**src/hw/rtl/pdi_pkg.sv**
```systemverilog
// ----------------------------------------------------------------------------
// pdi_pkg
// shared types, constants and helpers of the particle drag integrator
// ----------------------------------------------------------------------------
package pdi_pkg;

  localparam int STEP_SCALE_DEF = 100;
  localparam logic [16:0] ALPHA_ONE = 17'd65536;

  // register indexes of the configuration port
  typedef enum logic [2:0] {
    CFG_ACCEL_X   = 3'd0,
    CFG_ACCEL_Y   = 3'd1,
    CFG_ACCEL_Z   = 3'd2,
    CFG_DRAG      = 3'd3,
    CFG_FADE      = 3'd4,
    CFG_LAUNCH_VX = 3'd5,
    CFG_LAUNCH_VY = 3'd6,
    CFG_LAUNCH_VZ = 3'd7
  } cfg_idx_t;

  localparam logic [31:0] ACCEL_Y_RST  = 32'hFFFF_CCCD;
  localparam logic [23:0] DRAG_RST     = 24'd251658;
  localparam logic [23:0] FADE_RST     = 24'd52429;
  localparam logic [31:0] LAUNCH_Y_RST = 32'd655360;

  localparam logic CMD_ADVANCE = 1'b0;
  localparam logic CMD_RESTART = 1'b1;

  typedef enum logic [3:0] {
    ST_IDLE, ST_LOSS, ST_SQ, ST_SQACC, ST_ROOT, ST_K, ST_KW,
    ST_D, ST_A, ST_AH, ST_V, ST_PH, ST_P, ST_DONE
  } state_t;

  // clip a wide signed value to 32 bits, flag in the top bit
  function automatic logic [32:0] sat32(input logic signed [49:0] x);
    logic [32:0] r;
    if (x > 50'sd2147483647) r = {1'b1, 32'h7FFF_FFFF};
    else if (x < -50'sd2147483648) r = {1'b1, 32'h8000_0000};
    else r = {1'b0, x[31:0]};
    return r;
  endfunction

  // magnitude of a signed 32 bit word
  function automatic logic [31:0] mag32(input logic signed [31:0] x);
    return x[31] ? 32'(-x) : x;
  endfunction

endpackage

```
**src/hw/rtl/particle_drag_integrator.sv**
```systemverilog
// ----------------------------------------------------------------------------
// particle_drag_integrator
// one particle advanced per tick, semi-implicit euler with quadratic drag
// ----------------------------------------------------------------------------
// channel | signals                                         | direction
// input   | in_valid in_ready cmd time_step                 | in
// output  | out_valid out_ready pos_x/y/z opacity saturated | out
// config  | cfg_valid cfg_ready cfg_addr cfg_data           | in
//
// an advance tick runs a bit-serial square root and uses the single 32x32
// multiplier 14 times; a restart loads the launch velocities and skips both
// in_ready is high only in idle; a finished beat sits in the output register
// so the next tick is taken while the result waits
// reset (rst, synchronous) loads register defaults, zero position, full alpha
// config writes are always taken
module particle_drag_integrator #(
  parameter int STEP_SCALE = pdi_pkg::STEP_SCALE_DEF
) (
  input  logic        clk,
  input  logic        rst,
  input  logic        in_valid,
  output logic        in_ready,
  input  logic        cmd,
  input  logic [15:0] time_step,
  output logic        out_valid,
  input  logic        out_ready,
  output logic [31:0] pos_x,
  output logic [31:0] pos_y,
  output logic [31:0] pos_z,
  output logic [16:0] opacity,
  output logic        saturated,
  input  logic        cfg_valid,
  output logic        cfg_ready,
  input  logic [2:0]  cfg_addr,
  input  logic [31:0] cfg_data
);
  import pdi_pkg::*;

  localparam int HW = $clog2(65535 * STEP_SCALE + 1);

  state_t st, st_next;

  logic [31:0] accel [3];
  logic [31:0] launch [3];
  logic [23:0] drag, fade;

  logic signed [31:0] vel [3];
  logic signed [31:0] pos [3];
  logic [16:0] alpha;
  logic        sat;

  logic [15:0]   t_reg;
  logic [HW-1:0] h;
  logic [1:0]    ax;
  logic [4:0]    cnt;
  logic [63:0]   acc, rad;
  logic [34:0]   rem;
  logic [31:0]   root, kreg;
  logic signed [31:0] a_reg;

  logic [31:0] mul_a, mul_b;
  logic [63:0] prod;

  logic out_load;

  assign in_ready  = (st == ST_IDLE);
  assign cfg_ready = 1'b1;
  assign out_load  = (st == ST_DONE) && (!out_valid || out_ready);

  // state register
  always_ff @(posedge clk) begin
    if (rst) st <= ST_IDLE;
    else     st <= st_next;
  end

  // sequencer and multiplier operand select
  always_comb begin
    st_next = st;
    mul_a = '0;
    mul_b = '0;
    unique case (st)
      ST_IDLE: begin
        if (in_valid) st_next = (cmd == CMD_RESTART) ? ST_DONE : ST_LOSS;
      end
      ST_LOSS: begin
        mul_a = {16'd0, t_reg};
        mul_b = {8'd0, fade};
        st_next = ST_SQ;
      end
      ST_SQ: begin
        mul_a = mag32(vel[ax]);
        mul_b = mag32(vel[ax]);
        if (ax == 2'd2) st_next = ST_SQACC;
      end
      ST_SQACC: st_next = ST_ROOT;
      ST_ROOT:  if (cnt == 5'd31) st_next = ST_K;
      ST_K: begin
        mul_a = root;
        mul_b = {8'd0, drag};
        st_next = ST_KW;
      end
      ST_KW: st_next = ST_D;
      ST_D: begin
        mul_a = kreg;
        mul_b = mag32(vel[ax]);
        st_next = ST_A;
      end
      ST_A: st_next = ST_AH;
      ST_AH: begin
        mul_a = mag32(a_reg);
        mul_b = 32'(h);
        st_next = ST_V;
      end
      ST_V: st_next = ST_PH;
      ST_PH: begin
        mul_a = mag32(vel[ax]);
        mul_b = 32'(h);
        st_next = ST_P;
      end
      ST_P:    st_next = (ax == 2'd2) ? ST_DONE : ST_D;
      ST_DONE: if (out_load) st_next = ST_IDLE;
      default: st_next = ST_IDLE;
    endcase
  end

  // shared multiplier, product registered
  always_ff @(posedge clk) begin
    prod <= mul_a * mul_b;
  end

  // configuration registers
  always_ff @(posedge clk) begin
    if (rst) begin
      accel[0]  <= '0;
      accel[1]  <= ACCEL_Y_RST;
      accel[2]  <= '0;
      drag      <= DRAG_RST;
      fade      <= FADE_RST;
      launch[0] <= '0;
      launch[1] <= LAUNCH_Y_RST;
      launch[2] <= '0;
    end else if (cfg_valid) begin
      unique case (cfg_idx_t'(cfg_addr))
        CFG_ACCEL_X:   accel[0]  <= cfg_data;
        CFG_ACCEL_Y:   accel[1]  <= cfg_data;
        CFG_ACCEL_Z:   accel[2]  <= cfg_data;
        CFG_DRAG:      drag      <= cfg_data[23:0];
        CFG_FADE:      fade      <= cfg_data[23:0];
        CFG_LAUNCH_VX: launch[0] <= cfg_data;
        CFG_LAUNCH_VY: launch[1] <= cfg_data;
        CFG_LAUNCH_VZ: launch[2] <= cfg_data;
        default: ;
      endcase
    end
  end

  // datapath
  logic [31:0]        sq_trial;
  logic [34:0]        rem_sh, rem_test;
  logic [47:0]        dmag;
  logic signed [49:0] a_wide, v_wide, p_wide, step;
  logic [32:0]        a_sat, v_sat, p_sat;

  always_comb begin
    sq_trial = '0;
    rem_sh   = {rem[32:0], rad[63:62]};
    rem_test = {1'b0, root, 2'b01};
    dmag     = prod[63:16];
    a_wide   = 50'(signed'(accel[ax])) -
               (vel[ax][31] ? -$signed({2'b00, dmag}) : $signed({2'b00, dmag}));
    a_sat    = sat32(a_wide);
    step     = $signed({2'b00, dmag});
    v_wide   = 50'(vel[ax]) + (a_reg[31] ? -step : step);
    v_sat    = sat32(v_wide);
    p_wide   = 50'(pos[ax]) + (vel[ax][31] ? -step : step);
    p_sat    = sat32(p_wide);
    sq_trial = root;
  end

  always_ff @(posedge clk) begin
    if (rst) begin
      vel[0] <= '0;
      vel[1] <= LAUNCH_Y_RST;
      vel[2] <= '0;
      pos[0] <= '0;
      pos[1] <= '0;
      pos[2] <= '0;
      alpha  <= ALPHA_ONE;
      sat    <= 1'b0;
    end else begin
      case (st)
        ST_IDLE: begin
          if (in_valid) begin
            t_reg <= time_step;
            h     <= HW'(time_step * STEP_SCALE);
            sat   <= 1'b0;
            ax    <= '0;
            acc   <= '0;
            if (cmd == CMD_RESTART) begin
              for (int i = 0; i < 3; i++) begin
                vel[i] <= launch[i];
                pos[i] <= '0;
              end
            end
          end
        end
        ST_SQ: begin
          // first pass takes the alpha loss, later ones sum squares
          if (ax == 2'd0) begin
            if (prod[39:16] >= {7'd0, alpha}) alpha <= '0;
            else alpha <= alpha - prod[32:16];
          end else begin
            acc <= acc + prod;
          end
          ax <= ax + 2'd1;
        end
        ST_SQACC: begin
          rad  <= acc + prod;
          rem  <= '0;
          root <= '0;
          cnt  <= '0;
        end
        // restoring square root, one result bit a cycle
        ST_ROOT: begin
          rad <= {rad[61:0], 2'b00};
          cnt <= cnt + 5'd1;
          if (rem_sh >= rem_test) begin
            rem  <= rem_sh - rem_test;
            root <= {sq_trial[30:0], 1'b1};
          end else begin
            rem  <= rem_sh;
            root <= {sq_trial[30:0], 1'b0};
          end
        end
        ST_KW: begin
          kreg <= prod[55:24];
          ax   <= '0;
        end
        ST_A: a_reg <= a_sat[31:0];
        ST_V: begin
          vel[ax] <= v_sat[31:0];
          sat     <= sat | v_sat[32];
        end
        ST_P: begin
          pos[ax] <= p_sat[31:0];
          sat     <= sat | p_sat[32];
          ax      <= ax + 2'd1;
        end
        default: ;
      endcase
    end
  end

  // output register
  always_ff @(posedge clk) begin
    if (rst) begin
      out_valid <= 1'b0;
    end else if (out_load) begin
      out_valid <= 1'b1;
      pos_x     <= pos[0];
      pos_y     <= pos[1];
      pos_z     <= pos[2];
      opacity   <= alpha;
      saturated <= sat;
    end else if (out_ready) begin
      out_valid <= 1'b0;
    end
  end

endmodule

```
**config.mk**
```make
export PLATFORM = sky130hd
export DESIGN_NAME = particle_drag_integrator
export DESIGN_NICKNAME = d
export VERILOG_FILES = /design/src/hw/rtl/pdi_pkg.sv /design/src/hw/rtl/particle_drag_integrator.sv
export SDC_FILE = /design/constraint.sdc
export NUM_CORES = 2
export LEC_CHECK = 0
export ABC_AREA = 1
export BUFFER_PORTS_ARGS = -buffer_cell sky130_fd_sc_hd__buf_2
export CORE_MARGIN = 4
export CORE_UTILIZATION = 32
export DETAILED_ROUTE_END_ITERATION = 7
export GPL_TIMING_DRIVEN = 0
export MAX_ROUTING_LAYER = met4
export PLACE_DENSITY = 0.43
export SYNTH_ARGS = -nofsm -noshare
export SYNTH_HDL_FRONTEND = slang
export SYNTH_SLANG_ARGS = --single-unit
```
**constraint.sdc**
```tcl
create_clock -name clk -period 16.3 [get_ports clk]
set_input_delay 3.26 -clock clk [delete_from_list [all_inputs] [get_ports clk]]
set_output_delay 3.26 -clock clk [all_outputs]
set_load 0.01 [all_outputs]
```
# Word-level counts from Yosys, hierarchy flattened
# Memory sizes are Yosys's and may differ from the RTL's. A register that Yosys moved wholly into a read port is not among the register bits.
# Cells that the tools add are included.
# Widths: inputs -> output; s select.
# totals
reg_bits,454
mem_bits_rw,384
input_bits,57
mem_count,4
# memory_table
name,depth,word_bits,rd,rd_clocked_by_memory_dff,wr,line,text
accel,3,32,1,1,3,particle_drag_integrator.sv:43,logic [31:0] accel [3];
launch,3,32,3,0,3,particle_drag_integrator.sv:44,logic [31:0] launch [3];
pos,3,32,4,4,3,particle_drag_integrator.sv:48,logic signed [31:0] pos [3];
vel,3,32,1,1,3,particle_drag_integrator.sv:47,logic signed [31:0] vel [3];
# op_classes
addsub,11
n_mul,2
magnitude_cmp,8
n_eq_ne,27
n_mux,92
n_bitwise,15
n_reduce_logical,29
# ops
op,n
$mux 32,17
$pmux 64 s2,2
$mux 33,5
$pmux 32 s5,1
$gt 50x32->1 const B,3
$lt 50x32->1 const B,3
$mux 64,2
$pmux 32 s4,1
$add 32x50->50,2
$mux 50,2
$pmux 33 s2,1
$add 64x64->64,1
$mul 32x32->64,1
$neg 32->32,2
$pmux 32 s2,1
$reduce_or 32->1,2
$pmux 4 s14,1
$neg 48->50,1
$sub 32x50->50,1
$mux 1,43
$ge 35x34->1,1
$sub 33x33->33,1
$eq 4x4->1 const B,6
$ge 24x17->1,1
other kinds (33),83

# Depth between registers and ports, before layout
# depth
depth_word,8
depth_mapped,51

# Least setup slack after synthesis
# Ideal clock, no wire load.
# synth_timing
path_kind,input -> register
from,input port rst
to,"register opacity[0], enable pin"
t_arrival_ns,11.205
required_ns,15.574
slack_ns,4.369
cell_stages,2
n_path_buf,1
cell_sequence,clkbuf_1 nor3_1
# synth_via
elab_chain_cells,2
# synth_rtl
item,line,text
start: declaration,particle_drag_integrator.sv:20,"input logic rst,"
$not 1->1 (no source line),--,
$reduce_and 2->1 (no source line),--,
end signal: assignment,particle_drag_integrator.sv:263,opacity <= alpha;
end: declaration,particle_drag_integrator.sv:30,"output logic [16:0] opacity,"
# No other way between the ends.
# A chain may end at the register's enable or synchronous reset.

==> run summary <==
Outcome - finished, violations left
Failing checks - capacitance limit, slew limit
Die ar. - 310000 µm²
Via Count - 84000
Final nets - 13900
Post-synthesis async set-or-reset flop share - 0%
RSZ-0062 raised after global routing - false
CTS Sinks - 997
Post-synth top area cell - edfxtp_1
Overall routing resource usage - 28.6%
Seq. cell area - 28600 µm²
Synth Flop Type - edfxtp_1
Slowest cell delay on critical path - 0.65 ns
Final Util - 35.6%
Rows - 201
Largest net degree at the start of global routing - 36
Final Wtd Congestion - 1.00
Yosys reg bits - 997
Initial Util - 32.1%
Worst reg2reg endpoint - prod[60]
CTS tree - done
Hold Startpoint - pos[0][1]
Syn_area_per_cell - 8.05 µm²
Final setup viols - 0
Final Max Slew Viols - 5
Most frequent cell after synthesis - nand2_1
Routed wire length - 439000 µm
Synth top area share - 26.8%
Max Fanout on Critical Path - 10
Post-route ant nets - 0
F_max - 0.0839 GHz
Crit start category - flip-flop
CP Data Arrival Time - 12.53 ns
Root Buffer - clkbuf_16
Hold Fails Final Rpt - 0
Multi-input logic area - 57300 µm²
Initial antenna violation count - 48
Worst path most repeated cell - inv_1
CP required - 16.90 ns
Netlist Area Pre-Place - 96300 µm²
Synth cell types - 69
# IOs - 174
Final HPWL DP - 367000 µm
Yosys warns - 0
Core area - 300000 µm²
Least-Margin Pin Slew - 1.56 ns
R2R Setup Slk - 4.38 ns
Number of flops mapped to enable cells by yosys - 860
Slowest cell on crit path - nand2_1
Fill count - 31800
CTS max path bufs - 3
Port bufs - 172
Post-Syn Nets - 13500
H-tree depth - 3
TritonRoute pass-1 iters - 6
Relative slew slack - -5.29%
Post-CTS setup buffers - 0
WHS Path Cells - 0
Regs by FF count - pos x128, vel x128
Fin crit period - 11.92 ns
Max cap viols - 4
Clock Latency Late Sink - 0.79 ns
Synth area leaders - edfxtp_1 27%, fa_1 19%, nand2_1 11%
R2R depth - 40
Wire length per cell - 26.8 µm
Hold EP - pos_x[1]
First-pass GRT wire length - 617000 µm
Die W - 557 µm
# hold bufs at CTS - 0
Clk pin slew, worst setup/hold paths - 0.07 ns
Residual DRC - 0
Vias in the first global route - 83600
Chip Height - 557 µm
CP endpoint kind - flip-flop
Post-Synthesis Cells - 12000
Inserted Clock Buffers - 110
P&R area growth vs syn - 10.9%
Most common library cells after synthesis - 2792 x nand2_1, 2299 x inv_1, 1401 x nor2_1, 912 x fa_1, 860 x edfxtp_1
Delay-heaviest family, CP - adder cells
1st-iter DRT viols - 8163
CP bufs+invs - 15
Post-CTS resize count - 0
Tcrit/Tclk final - 73.1%
Register area share after synthesis - 29.7%
Worst Setup Path Type - flip-flop to flip-flop
Grt total ovfl - 0
Vias per cell - 5.13
Clk_skew - 0.0846 ns
Worst hold path type - flip-flop to flip-flop
Ratio of cells with drive above 1 in the final layout - 5.65%
stage by stage:
step	setup WS, ns	TNS (ns)	hold slack [ns]	cells	cell area [µm²]
after global placement	-1.07	-116.89	0.427	16100	102000
after detailed placement	4.64	0	0.434	16200	103000
after global routing	4.09	0	0.432	16400	107000
after floorplan	4.37	0	0.408	12000	96300
final	4.38	0	0.400	16400	107000
after CTS	4.53	0	0.410	16400	107000
worst reg2reg max path, delay by kind of cell (launching register included):
family / cells / cell delay (ns)
flip-flops: 1 / 0.33
AND/OR/NAND/NOR: 12 / 2.57
AO/OA/AOI/OAI: 2 / 0.49
buffers and inverters: 15 / 3.08
adder cells (fa/ha/maj): 9 / 4.55
XOR/XNOR: 2 / 0.75
metal layers:
metal | GRT usage (%) | part of all wire, %
met5 | - | 0
met4 | 7.82 | 3.3
met2 | 43.2 | 44
met1 | 39.8 | 46
met3 | 4.43 | 7.2
placed cells by master (no fill, tap or decap), drive strengths merged, types with 17 or more instances in the layout:
cell	count
nand2	2812
inv	2348
nor2	1441
fa	912
edfxtp	860
ha	601
a21oi	599
o21ai	525
clkbuf	383
buf	374
nand3	267
xor2	213
dfxtp	137
xnor2	126
nand4	105
a22o	100
nor3	97
a31oi	91
clkinv	61
o211ai	45
o21bai	39
o22ai	34
a21o	32
nor4	22
or2	19
diode	18
a21boi	18
a211oi	17
cell type report:
class	instances	area share (%)
Multi-Input combinational cell	8227	53.6
Sequential cell	997	26.7
Inverter	2363	8.30
Tap cell	3958	4.63
Clock buffer	146	2.76
Timing Repair Buffer	235	1.66
Buffer	376	1.60
Clock inverter	62	0.643
Antenna cell	18	0.0422
kinds of logic (layout without fill, tap and decap cells):
| kind of cell | count (synthesis) | after routing | share of synthesized area [%] |
|---|---|---|---|
| buffers and inverters | 2739 | 3182 | 11.0 |
| flip-flops | 997 | 997 | 29.7 |
| adder cells (fa/ha/maj) | 1513 | 1513 | 26.8 |
| XOR/XNOR | 339 | 339 | 3.08 |
| multiplexers | 3 | 3 | 0.0312 |
| AO/OA/AOI/OAI | 1576 | 1576 | 9.47 |
| AND/OR/NAND/NOR | 4795 | 4795 | 20.0 |
| other | 1 | 19 | 0.00389 |
worst max-delay path by stage:
stage / slack (ns) / to / cells past startpoint / from
finish: 4.38 / prod[60] / 40 / flip-flop
global route: 4.09 / prod[60] / 40 / flip-flop
CTS: 4.53 / prod[60] / 40 / flip-flop
detailed placement: 4.64 / prod[60] / 40 / flip-flop
global placement: -1.07 / pos_y[20] / 3 / rst
floorplan: 4.37 / opacity[0] / 2 / rst
Power is not shown: default switching activity piles up to over one toggle a cycle in this logic, so the estimate is an artifact.
